### src/tpgd_pkg.sv
// shared types and constants for the touch peak gesture dispatcher
// no dependencies
package tpgd_pkg;

   localparam int TIME_BITS_DEF = 48;
   localparam logic [31:0] LOCKOUT_RESET = 32'(1500 * 1000);

   localparam int ADDR_BITS = 4;

   typedef enum logic [1:0] {
      REG_ACT_THREE = 2'd0,
      REG_ACT_FOUR  = 2'd1,
      REG_ACT_FIVE  = 2'd2,
      REG_LOCKOUT   = 2'd3
   } reg_index_type;

   typedef enum logic [2:0] {
      ACT_NONE     = 3'd0,
      ACT_GLOVEBOX = 3'd1,
      ACT_PREHEAT  = 3'd2,
      ACT_MIRRORS  = 3'd3,
      ACT_FRUNK    = 3'd4,
      ACT_TRUNK    = 3'd5,
      ACT_PORT     = 3'd6
   } action_type;

   localparam logic [2:0] CMD_GLOVEBOX   = 3'd0;
   localparam logic [2:0] CMD_PREHEAT    = 3'd1;
   localparam logic [2:0] CMD_MIRRORS    = 3'd2;
   localparam logic [2:0] CMD_CLOSURE    = 3'd3;
   localparam logic [2:0] CMD_PORT_OPEN  = 3'd4;
   localparam logic [2:0] CMD_PORT_CLOSE = 3'd5;

   localparam logic [1:0] VAL_ONE = 2'd1;
   localparam logic [1:0] VAL_TWO = 2'd2;

   typedef struct packed {
      logic       fire;
      logic       emit;
      logic [2:0] command;
      logic [1:0] command_value;
      logic       mirrors_next;
      logic       port_next;
      logic [3:0] peak_next;
   } resolve_type;

   typedef struct packed {
      logic [2:0] command;
      logic [1:0] command_value;
   } beat_type;

endpackage

### src/tpgd_resolve.sv
// peak tracking, lockout test and action to command mapping for one sample
// depends on tpgd_pkg
module tpgd_resolve #(
   parameter int TIME_BITS = tpgd_pkg::TIME_BITS_DEF
) (
   input  logic [3:0]             touch_points,
   input  logic [TIME_BITS-1:0]   time_us,
   input  logic                   preheat_on,
   input  logic [3:0]             peak,
   input  logic [TIME_BITS-1:0]   last_fire,
   input  tpgd_pkg::action_type   act_three,
   input  tpgd_pkg::action_type   act_four,
   input  tpgd_pkg::action_type   act_five,
   input  logic [31:0]            lockout_us,
   input  logic                   mirrors_folded,
   input  logic                   port_open,
   output tpgd_pkg::resolve_type  res
);

   tpgd_pkg::action_type act;
   logic                 peak_hit;
   logic [TIME_BITS-1:0] elapsed;
   logic                 locked;

   assign elapsed = time_us - last_fire;
   assign locked  = elapsed < TIME_BITS'(lockout_us);

   always_comb begin
      act      = tpgd_pkg::ACT_NONE;
      peak_hit = 1'b1;
      unique case (peak)
         4'd3: act = act_three;
         4'd4: act = act_four;
         4'd5: act = act_five;
         default: peak_hit = 1'b0;
      endcase

      res               = '0;
      res.mirrors_next  = mirrors_folded;
      res.port_next     = port_open;
      if (touch_points != 4'd0) begin
         res.peak_next = (touch_points > peak) ? touch_points : peak;
      end else begin
         res.peak_next = 4'd0;
         res.fire      = peak_hit && (act != tpgd_pkg::ACT_NONE) && !locked;
      end

      res.emit = res.fire;
      unique case (act)
         tpgd_pkg::ACT_GLOVEBOX: begin
            res.command       = tpgd_pkg::CMD_GLOVEBOX;
            res.command_value = tpgd_pkg::VAL_ONE;
         end
         tpgd_pkg::ACT_PREHEAT: begin
            res.command       = tpgd_pkg::CMD_PREHEAT;
            res.command_value = {1'b0, ~preheat_on};
         end
         tpgd_pkg::ACT_MIRRORS: begin
            res.command       = tpgd_pkg::CMD_MIRRORS;
            res.command_value = mirrors_folded ? tpgd_pkg::VAL_TWO : tpgd_pkg::VAL_ONE;
            if (res.fire) begin
               res.mirrors_next = !mirrors_folded;
            end
         end
         tpgd_pkg::ACT_FRUNK: begin
            res.command       = tpgd_pkg::CMD_CLOSURE;
            res.command_value = tpgd_pkg::VAL_TWO;
         end
         tpgd_pkg::ACT_TRUNK: begin
            res.command       = tpgd_pkg::CMD_CLOSURE;
            res.command_value = tpgd_pkg::VAL_ONE;
         end
         tpgd_pkg::ACT_PORT: begin
            res.command       = port_open ? tpgd_pkg::CMD_PORT_CLOSE
                                          : tpgd_pkg::CMD_PORT_OPEN;
            res.command_value = tpgd_pkg::VAL_ONE;
            if (res.fire) begin
               res.port_next = !port_open;
            end
         end
         default: begin
            res.emit = 1'b0;
         end
      endcase
   end

endmodule

### src/touch_peak_gesture_dispatch_top.sv
// top level: csr block, gesture state registers and two-entry result queue
// depends on tpgd_pkg and tpgd_resolve
// a beat's command is registered into the result queue when it is accepted and is offered on rsp from the queue head
// throughput: one req beat per cycle; req_stall rises only when both queue
// entries hold results that the rsp side has not taken
// reset (synchronous, active high): actions none, lockout 1500000 us, peak,
// last firing time and both toggles zero, queue empty
module touch_peak_gesture_dispatch_top #(
   parameter int TIME_BITS = tpgd_pkg::TIME_BITS_DEF
) (
   input  logic                          clock,
   input  logic                          reset,
   input  logic                          req_valid,
   output logic                          req_stall,
   input  logic [3:0]                    req_touch_points,
   input  logic [TIME_BITS-1:0]          req_time_us,
   input  logic                          req_preheat_on,
   output logic                          rsp_valid,
   input  logic                          rsp_stall,
   output logic [2:0]                    rsp_command,
   output logic [1:0]                    rsp_command_value,
   input  logic                          psel,
   input  logic                          penable,
   input  logic                          pwrite,
   input  logic [tpgd_pkg::ADDR_BITS-1:0] paddr,
   input  logic [31:0]                   pwdata,
   output logic [31:0]                   prdata,
   output logic                          pready
);

   tpgd_pkg::action_type  act_three_ff, act_four_ff, act_five_ff;
   logic [31:0]           lockout_ff;
   logic [3:0]            peak_ff;
   logic [TIME_BITS-1:0]  last_fire_ff;
   logic                  mirrors_ff;
   logic                  port_ff;
   tpgd_pkg::beat_type    q0_ff, q1_ff;
   logic [1:0]            count_ff, count_in;
   tpgd_pkg::resolve_type res;
   tpgd_pkg::reg_index_type reg_idx;
   tpgd_pkg::beat_type    beat_new;
   logic                  csr_write;
   logic                  accept;
   logic                  push;
   logic                  pop;

   assign pready    = 1'b1;
   assign reg_idx   = tpgd_pkg::reg_index_type'(paddr[3:2]);
   assign csr_write = psel && penable && pwrite && pready;

   always_comb begin
      unique case (reg_idx)
         tpgd_pkg::REG_ACT_THREE: prdata = {29'd0, act_three_ff};
         tpgd_pkg::REG_ACT_FOUR:  prdata = {29'd0, act_four_ff};
         tpgd_pkg::REG_ACT_FIVE:  prdata = {29'd0, act_five_ff};
         tpgd_pkg::REG_LOCKOUT:   prdata = lockout_ff;
         default:                 prdata = 32'd0;
      endcase
   end

   always_ff @(posedge clock) begin
      if (reset) begin
         act_three_ff <= tpgd_pkg::ACT_NONE;
         act_four_ff  <= tpgd_pkg::ACT_NONE;
         act_five_ff  <= tpgd_pkg::ACT_NONE;
         lockout_ff   <= tpgd_pkg::LOCKOUT_RESET;
      end else if (csr_write) begin
         unique case (reg_idx)
            tpgd_pkg::REG_ACT_THREE: act_three_ff <= tpgd_pkg::action_type'(pwdata[2:0]);
            tpgd_pkg::REG_ACT_FOUR:  act_four_ff  <= tpgd_pkg::action_type'(pwdata[2:0]);
            tpgd_pkg::REG_ACT_FIVE:  act_five_ff  <= tpgd_pkg::action_type'(pwdata[2:0]);
            tpgd_pkg::REG_LOCKOUT:   lockout_ff   <= pwdata;
            default: ;
         endcase
      end
   end

   tpgd_resolve #(
      .TIME_BITS(TIME_BITS)
   ) u_resolve (
      .touch_points   (req_touch_points),
      .time_us        (req_time_us),
      .preheat_on     (req_preheat_on),
      .peak           (peak_ff),
      .last_fire      (last_fire_ff),
      .act_three      (act_three_ff),
      .act_four       (act_four_ff),
      .act_five       (act_five_ff),
      .lockout_us     (lockout_ff),
      .mirrors_folded (mirrors_ff),
      .port_open      (port_ff),
      .res            (res)
   );

   assign req_stall = (count_ff == 2'd2);
   assign accept    = req_valid && !req_stall;
   assign push      = accept && res.emit;
   assign rsp_valid = (count_ff != 2'd0);
   assign pop       = rsp_valid && !rsp_stall;

   assign beat_new.command       = res.command;
   assign beat_new.command_value = res.command_value;

   always_ff @(posedge clock) begin
      if (reset) begin
         peak_ff      <= 4'd0;
         last_fire_ff <= '0;
         mirrors_ff   <= 1'b0;
         port_ff      <= 1'b0;
      end else if (accept) begin
         peak_ff    <= res.peak_next;
         mirrors_ff <= res.mirrors_next;
         port_ff    <= res.port_next;
         if (res.fire) begin
            last_fire_ff <= req_time_us;
         end
      end
   end

   // two-entry result queue, head in q0
   always_comb begin
      count_in = count_ff;
      if (push && !pop) begin
         count_in = count_ff + 2'd1;
      end else if (pop && !push) begin
         count_in = count_ff - 2'd1;
      end
   end

   always_ff @(posedge clock) begin
      if (reset) begin
         count_ff <= 2'd0;
      end else begin
         count_ff <= count_in;
      end
   end

   always_ff @(posedge clock) begin
      if (pop && push) begin
         if (count_ff == 2'd1) begin
            q0_ff <= beat_new;
         end else begin
            q0_ff <= q1_ff;
            q1_ff <= beat_new;
         end
      end else if (pop) begin
         q0_ff <= q1_ff;
      end else if (push) begin
         if (count_ff == 2'd0) begin
            q0_ff <= beat_new;
         end else begin
            q1_ff <= beat_new;
         end
      end
   end

   assign rsp_command       = q0_ff.command;
   assign rsp_command_value = q0_ff.command_value;

   a_count_range: assert property (@(posedge clock) disable iff (reset)
      count_ff != 2'd3)
      else $error("result queue count out of range");

   a_peak_cleared: assert property (@(posedge clock) disable iff (reset)
      accept && (req_touch_points == 4'd0) |=> peak_ff == 4'd0)
      else $error("peak not cleared on release");

   a_time_hold: assert property (@(posedge clock) disable iff (reset)
      !(accept && res.fire) |=> $stable(last_fire_ff))
      else $error("firing time changed without a firing");

   a_emit_needs_fire: assert property (@(posedge clock) disable iff (reset)
      res.emit |-> res.fire && (req_touch_points == 4'd0))
      else $error("command emitted without a firing");

   a_toggle_needs_emit: assert property (@(posedge clock) disable iff (reset)
      !(accept && res.emit) |=> $stable(mirrors_ff) && $stable(port_ff))
      else $error("toggle changed without a command");

endmodule
### config.mk
export PLATFORM = sky130hd
export DESIGN_NAME = touch_peak_gesture_dispatch_top
export DESIGN_NICKNAME = d
export VERILOG_FILES = /design/src/tpgd_pkg.sv /design/src/tpgd_resolve.sv /design/src/touch_peak_gesture_dispatch_top.sv
export SDC_FILE = /design/constraint.sdc
export NUM_CORES = 1
export LEC_CHECK = 0
export BUFFER_PORTS_ARGS = -buffer_cell sky130_fd_sc_hd__buf_4
export CORE_MARGIN = 3
export CORE_UTILIZATION = 41
export DETAILED_ROUTE_END_ITERATION = 16
export PLACE_DENSITY_LB_ADDON = 0.15
export SETUP_SLACK_MARGIN = 0.3
export SYNTH_ARGS = -nofsm -noshare
export SYNTH_HDL_FRONTEND = slang
export SYNTH_SLANG_ARGS = --single-unit
### constraint.sdc
create_clock -name clock -period 9.9 [get_ports clock]
set_input_delay 0.495 -clock clock [delete_from_list [all_inputs] [get_ports clock]]
set_output_delay 0.495 -clock clock [all_outputs]
set_load 0.01 [all_outputs]
[After elaboration in Yosys (flattened, before gate mapping)]
Index checks and enable logic that the tools add are counted.
Operators by class
  add/sub/neg operators: 3
  magnitude comparators: 2
  equal/unequal tests: 18
  muxes and demuxes: 22
  bitwise gates (word level): 1
  reductions and logical operators: 38
Operator list (count)
  one-hot mux 32 bit (4 select lines): 1
  two-way mux 5 bit: 10
  less-than comparator 48 x 32 -> 1 bit: 1
  subtractor 48 bit: 1
  one-hot mux 5 bit (6 select lines): 1
  AND reduction 2 bit: 7
  logical AND 1 bit: 10
  == test 3 bit (second input constant): 3
  one-hot mux 3 bit (3 select lines): 1
  nonzero test 3 bit: 3
  == test 4 x 3 -> 1 bit (second input constant): 2
  two-way mux 4 bit: 2
  logical NOT 1 bit: 7
  == test 2 bit (second input constant): 3
  == test 3 x 2 -> 1 bit (second input constant): 2
  two-way mux 2 bit: 3
  inequality test 2 bit (second input constant): 3
  AND reduction 3 bit: 2
  nonzero test 2 bit: 3
  OR reduction 6 bit: 1
  == test 2 x 1 -> 1 bit (second input constant): 2
  == test 4 x 2 -> 1 bit (second input constant): 1
  > comparator 4 bit: 1
  logical NOT 2 bit: 2
  9 further kinds: 12
Storage, ports and cells
  register bits after elaboration: 107
  bits of input ports: 96
  output and inout port bits: 40
  word-level logic and storage cells: 97

[Longest topological paths before layout]
  depth in word-level cells: 12
  mapped depth: 27
  mapped depth without buffers: 27

[Modules after synthesis]
Synthesis repeated with hierarchy kept, for this count alone.
Unflattened totals
  cell total of the unflattened synthesis: 1187
  area, all modules: 8999.9 um^2
Modules (own cells, without submodules)
  tpgd_resolve: instances 1, cells an instance 700, area each 4665.7 um^2, sequential area each 0.0 um^2
  touch_peak_gesture_dispatch_top: instances 1, cells an instance 487, area each 4334.2 um^2, sequential area each 2242.2 um^2

[Least setup slack after synthesis]
Ideal clock, no wire load.
  kind: in2reg
  start point: in req_time_us[8]
  end point: reg q1_ff[0] (netlist name), enable pin
  setup time: 0.398 ns
  data arrival time: 5.413 ns
  required time: 9.502 ns
  setup slack: 4.089 ns
  cell stages on the path: 22
  buffers on the path: 1
  cells stage by stage: ha_1 buf_2 nand4_1 nor2_1 o2111ai_1 a311oi_1 nor2_1 o21ai_0 xor2_1 ha_1 a21o_1 a21oi_1 nor2b_1 a2111oi_0 o221ai_1 nor4_1 nand4b_1 nor4_1 a21o_1 nor2_1 ha_1 a2111oi_0
Between the ends
  word-level cells in the longest chain between the ends: 10
  elaborated cells between the ends (all ways): 13
  those cells by class: add/sub: 1; order compare: 1; eq/ne: 3; mux: 2; reduce/logical: 6
Ends and longest elaborated chain
  start, declared: RTL line touch_peak_gesture_dispatch_top.sv:16  | input logic [TIME_BITS-1:0] req_time_us,
  subtractor 48 bit *: RTL line tpgd_resolve.sv:25  | assign elapsed = time_us - last_fire;
  less-than comparator 48 x 32 -> 1 bit *: RTL line tpgd_resolve.sv:26  | assign locked = elapsed < TIME_BITS'(lockout_us);
  logical NOT 1 bit *: RTL line tpgd_resolve.sv:45  | res.fire = peak_hit && (act != tpgd_pkg::ACT_NONE) && !locked;
  logical AND 1 bit *: RTL line tpgd_resolve.sv:45
  two-way mux 1 bit *: RTL line tpgd_resolve.sv:41  | if (touch_points != 4'd0) begin
  two-way mux 1 bit *: RTL line tpgd_resolve.sv:49  | unique case (act)
  logical AND 1 bit *: RTL line touch_peak_gesture_dispatch_top.sv:97  | assign push = accept && res.emit;
  logical AND 1 bit: RTL line touch_peak_gesture_dispatch_top.sv:139  | if (pop && push) begin
  inequality test 2 bit (no line) (tied with other cells)
  AND reduction 4 bit (no line) *
  end signal, assigned: RTL line touch_peak_gesture_dispatch_top.sv:144  | q1_ff <= beat_new;
  end signal, assigned: RTL line touch_peak_gesture_dispatch_top.sv:152  | q1_ff <= beat_new;
  end, declared: RTL line touch_peak_gesture_dispatch_top.sv:37  | tpgd_pkg::beat_type q0_ff, q1_ff;
Mark *: on every way between the ends. The rest lies on a longest branch, timed or not.
A chain may end at the register's enable or synchronous reset.

[Worst setup path in the final report]
  start point: reg last_fire_ff[10]
  end point: reg q0_ff (netlist bit rsp_command_value[0]) (data pin)
Between the ends
  word-level cells in the longest chain between the ends: 9
Ends and longest elaborated chain
  start, declared: RTL line touch_peak_gesture_dispatch_top.sv:34  | logic [TIME_BITS-1:0] last_fire_ff;
  start signal, assigned: RTL line touch_peak_gesture_dispatch_top.sv:115  | last_fire_ff <= req_time_us;
  subtractor 48 bit: RTL line tpgd_resolve.sv:25
  less-than comparator 48 x 32 -> 1 bit: RTL line tpgd_resolve.sv:26
  logical NOT 1 bit: RTL line tpgd_resolve.sv:45
  logical AND 1 bit: RTL line tpgd_resolve.sv:45
  two-way mux 1 bit: RTL line tpgd_resolve.sv:41
  two-way mux 1 bit: RTL line tpgd_resolve.sv:49
  logical AND 1 bit: RTL line touch_peak_gesture_dispatch_top.sv:97
  logical AND 1 bit: RTL line touch_peak_gesture_dispatch_top.sv:139
  two-way mux 5 bit: RTL line touch_peak_gesture_dispatch_top.sv:139
  end signal, assigned: RTL line touch_peak_gesture_dispatch_top.sv:141  | q0_ff <= beat_new;
  end signal, assigned: RTL line touch_peak_gesture_dispatch_top.sv:143  | q0_ff <= q1_ff;
  end signal, assigned: RTL line touch_peak_gesture_dispatch_top.sv:147  | q0_ff <= q1_ff;
  end, declared: RTL line touch_peak_gesture_dispatch_top.sv:37
Every way passes these cells.

==> impl_results.md <==
- Unrepaired setup endpoints after global routing: no
- Cells along the critical path: inv_1 -> ha_1 -> nand4_1 -> nor2_1 -> o2111ai_1 -> a311oi_1 -> nor2_1 -> o21ai_0 -> xor2_1 -> ha_1 -> a21o_1 -> a21oi_1 -> nor2b_1 -> a2111oi_0 -> o221ai_1 -> nor4_1 -> nand4b_1 -> nor4_1 -> a21o_1 -> nor2_1 -> ha_1 -> mux2i_1 -> mux2_2
- Largest net degree at the start of global routing: 85
- Die height: 153 um
- RePlAce Congestion: 0.913
- Pre-CTS setup slack: 3.33 ns
- Final ANT Viol Nets: 0
- Setup Crit Path Kind: register to register
- Crit. End Element: register
- Area grow syn2layout: 16.2%
- Clock Tree Root: clkbuf_16
- Net Sw Power: 0.000328 W
- Net Sw Frac: 0.300
- Worst path slowest cell: a311oi_1
- Share of cells above drive strength 1: 0.133
- Avg WL per Cell: 15.6 um
- Hold Crit Depth: 2
- Leakage: 4.05 nW
- Crit path DAT: 6.64 ns
- Startpoint types: register
- H-tree levels: 3
- Seq. cell area: 0.00224 mm^2
- MaxCap Viol Count: 0
- Reg power frac: 0.409
- Max clock buf depth: 2
- Core ar.: 0.0211 mm^2
- Clock share of power: 0.349
- Slew @ Worst Pin: 0.992 ns
- Mapped Area: 0.00884 mm^2
- Pint: 0.000765 W
- CTS sink count: 107
- Status: completed
- Min-Delay Path Class: primary input to register
- Slew headroom: 0.337
- DRT Pass-1 Iters: 8
- Starting density of the core: 0.419
- Post-CTS setup buffers: 0
- PD cells: 106 mW/mm^2
- Gr ovfl total: 0
- Vias in the first global route: 7764
- Final setup margin: 3.38 ns
- Hold Worst Slack: 0.327 ns
- Synthesized instance count: 1147
- Row cnt: 53
- Final nets: 1424
- Final setup fails: 0
- Clock transition at path regs: 0.07 ns
- Total global-route track usage: 0.199
- TNS Setup: 0 ns
- Commonest non-fill, non-tap cells in the layout: buf_4, nand2_1, a21oi_1
- TritonCTS Buffers: 9
- Filler Cell Count: 2150
- # diodes: 0
- Comb power frac: 0.242
- Final core utilization: 0.487
- Number of port buffers: 132
- Skew-Pair Late Insertion Delay: 0.36 ns
- Syn Area/Cell: 7.71 um^2
- Crit path max fanout: 7
- R2R cell count: 23
- Worst endpoint required time: 10.02 ns
- Worst-case vdd ir drop: 0.0000864 V
- Commonest non-fill, non-tap cell in the layout: buf_4
- Die Area: 0.0234 mm^2
- Asr flop ratio synth: 0
- Prevailing post-synth register cell: dfxtp_1
- Final HPWL DP: 18500 um
- Initial antenna violation count: 0
- Overall routed net length: 23700 um
- Final Skew: 0.00776 ns
- Hold Fails Final Rpt: 0
- Fmax: 153 MHz
- Multi-input combinational cell area: 0.00600 mm^2
- CTS hold repair buffers: 0
- Seq/Total Area, Yosys: 0.254
- Cts repair resizes: 0
- Total I/O pin count: 136
- Crit path time final: 6.52 ns
- Fin crit share: 0.658
- First-pass GRT wire length: 38900 um
- Drt via density: 5.31
- Vias: 8065
- Syn Nets: 1331
- Post-synth EDFFs: 10
- Ys Warns: 0
- Synth cell types: 67
- Synth Register Bits: 107
- Chip Width: 153 um
- CTS tree: built
- Drt initial violations: 493
- Residual DRC: 0
- Slew Limit Fails: 0
- Max stage delay on crit path: 0.69 ns
==> final timing paths <==
check	startpoint	to	slack [ns]
setup reg to reg	last_fire_ff[10]	rsp_command_value[0]	3.38
hold / removal	pwdata[6]	lockout_ff[6]	0.33
hold reg to reg	last_fire_ff[3]	last_fire_ff[3]	0.47
setup / recovery	last_fire_ff[10]	rsp_command_value[0]	3.38
==> through the flow <==
stage | total power [W] | area, um^2 | std cells
2_1_floorplan | 0.000632 | 8840 | 1147
3_3_place_gp | 0.000719 | 9980 | 1504
3_5_place_dp | 0.000720 | 9980 | 1504
4_1_cts | 0.00110 | 10300 | 1520
5_1_grt | 0.00115 | 10300 | 1520
6_report | 0.00109 | 10300 | 1520
==> cells by family after synthesis <==
| family | Yosys count | synth area share |
|---|---|---|
| muxes | 69 | 0.0834 |
| adders and majority gates | 88 | 0.125 |
| other | 1 | 0.000424 |
| DFF | 107 | 0.254 |
| buffers and inverters | 152 | 0.0689 |
| AOI/OAI and AO/OA | 258 | 0.180 |
| xor gates and xnor gates | 42 | 0.0416 |
| and+or+nand+nor | 430 | 0.247 |
==> power groups by stage <==
stage | combinational, W | clock, W | sequential (W)
floorplan | 0.000175 | 0 | 0.000457
global placement | 0.000262 | 0 | 0.000457
detailed placement | 0.000263 | 0 | 0.000457
CTS | 0.000265 | 0.000393 | 0.000447
global route | 0.000297 | 0.000408 | 0.000448
finish | 0.000264 | 0.000382 | 0.000447
==> cells in the mapped netlist, drive strengths merged (4+ instances only) <==
cell     count  area, um^2
a2111oi      5        43.8
a211o       13         114
a211oi       7        52.6
a21o        18         135
a21oi      110         558
a31oi        4        25.0
and3        34         213
buf         18         106
clkbuf      36         135
dfxtp       97        1940
edfxtp      10         300
ha          87        1090
inv         98         368
mux2         7        78.8
mux2i       59         591
nand2      112         420
nand2b     102         638
nand3       17        85.1
nand4       26         163
nor2        88         330
nor2b        8        50.1
nor3        15        75.1
nor4        10        75.1
o211ai      10        75.1
o21a         7        52.6
o21ai       51         255
o21bai       5        37.5
o31ai        6        45.0
or2          4        25.0
or3          4        25.0
xnor2       25         219
xor2        17         149
==> worst max-delay path: cells and delay by family (launching register included) <==
family	cells	cell delay, ns
fa+ha+maj	3	0.93
mux	2	0.82
compound gates	8	2.30
flops	1	0.34
simple gates	8	1.62
xor+xnor	1	0.18
buf+inv	1	0.05
==> area by class of cell <==
cell class                 count  share of cell area
timing repair buffer         136              0.0994
clock inverter                 3             0.00463
inverter                      98              0.0358
tap                          275              0.0335
multi-input combinational    888               0.584
clock buffer                  13              0.0244
sequential                   107               0.218
==> sequential cells by signal, summed over array words and instances (netlist names) <==
name               count
count_ff               2
act_four_ff            3
rsp_command            3
rsp_command_value      2
port_ff                1
peak_ff                4
last_fire_ff          48
act_five_ff            3
act_three_ff           3
mirrors_ff             1
lockout_ff            32
q1_ff                  5
==> routing by layer <==
metal,global-route usage,share of wire,vias up
met3,0.0391,0.045,25
met2,0.331,0.46,179
met5,0,0,-
met1,0.266,0.47,3685
li1,-,-,4176
met4,0.0496,0.020,0
No activity file was read; power rests on OpenSTA's default activity.
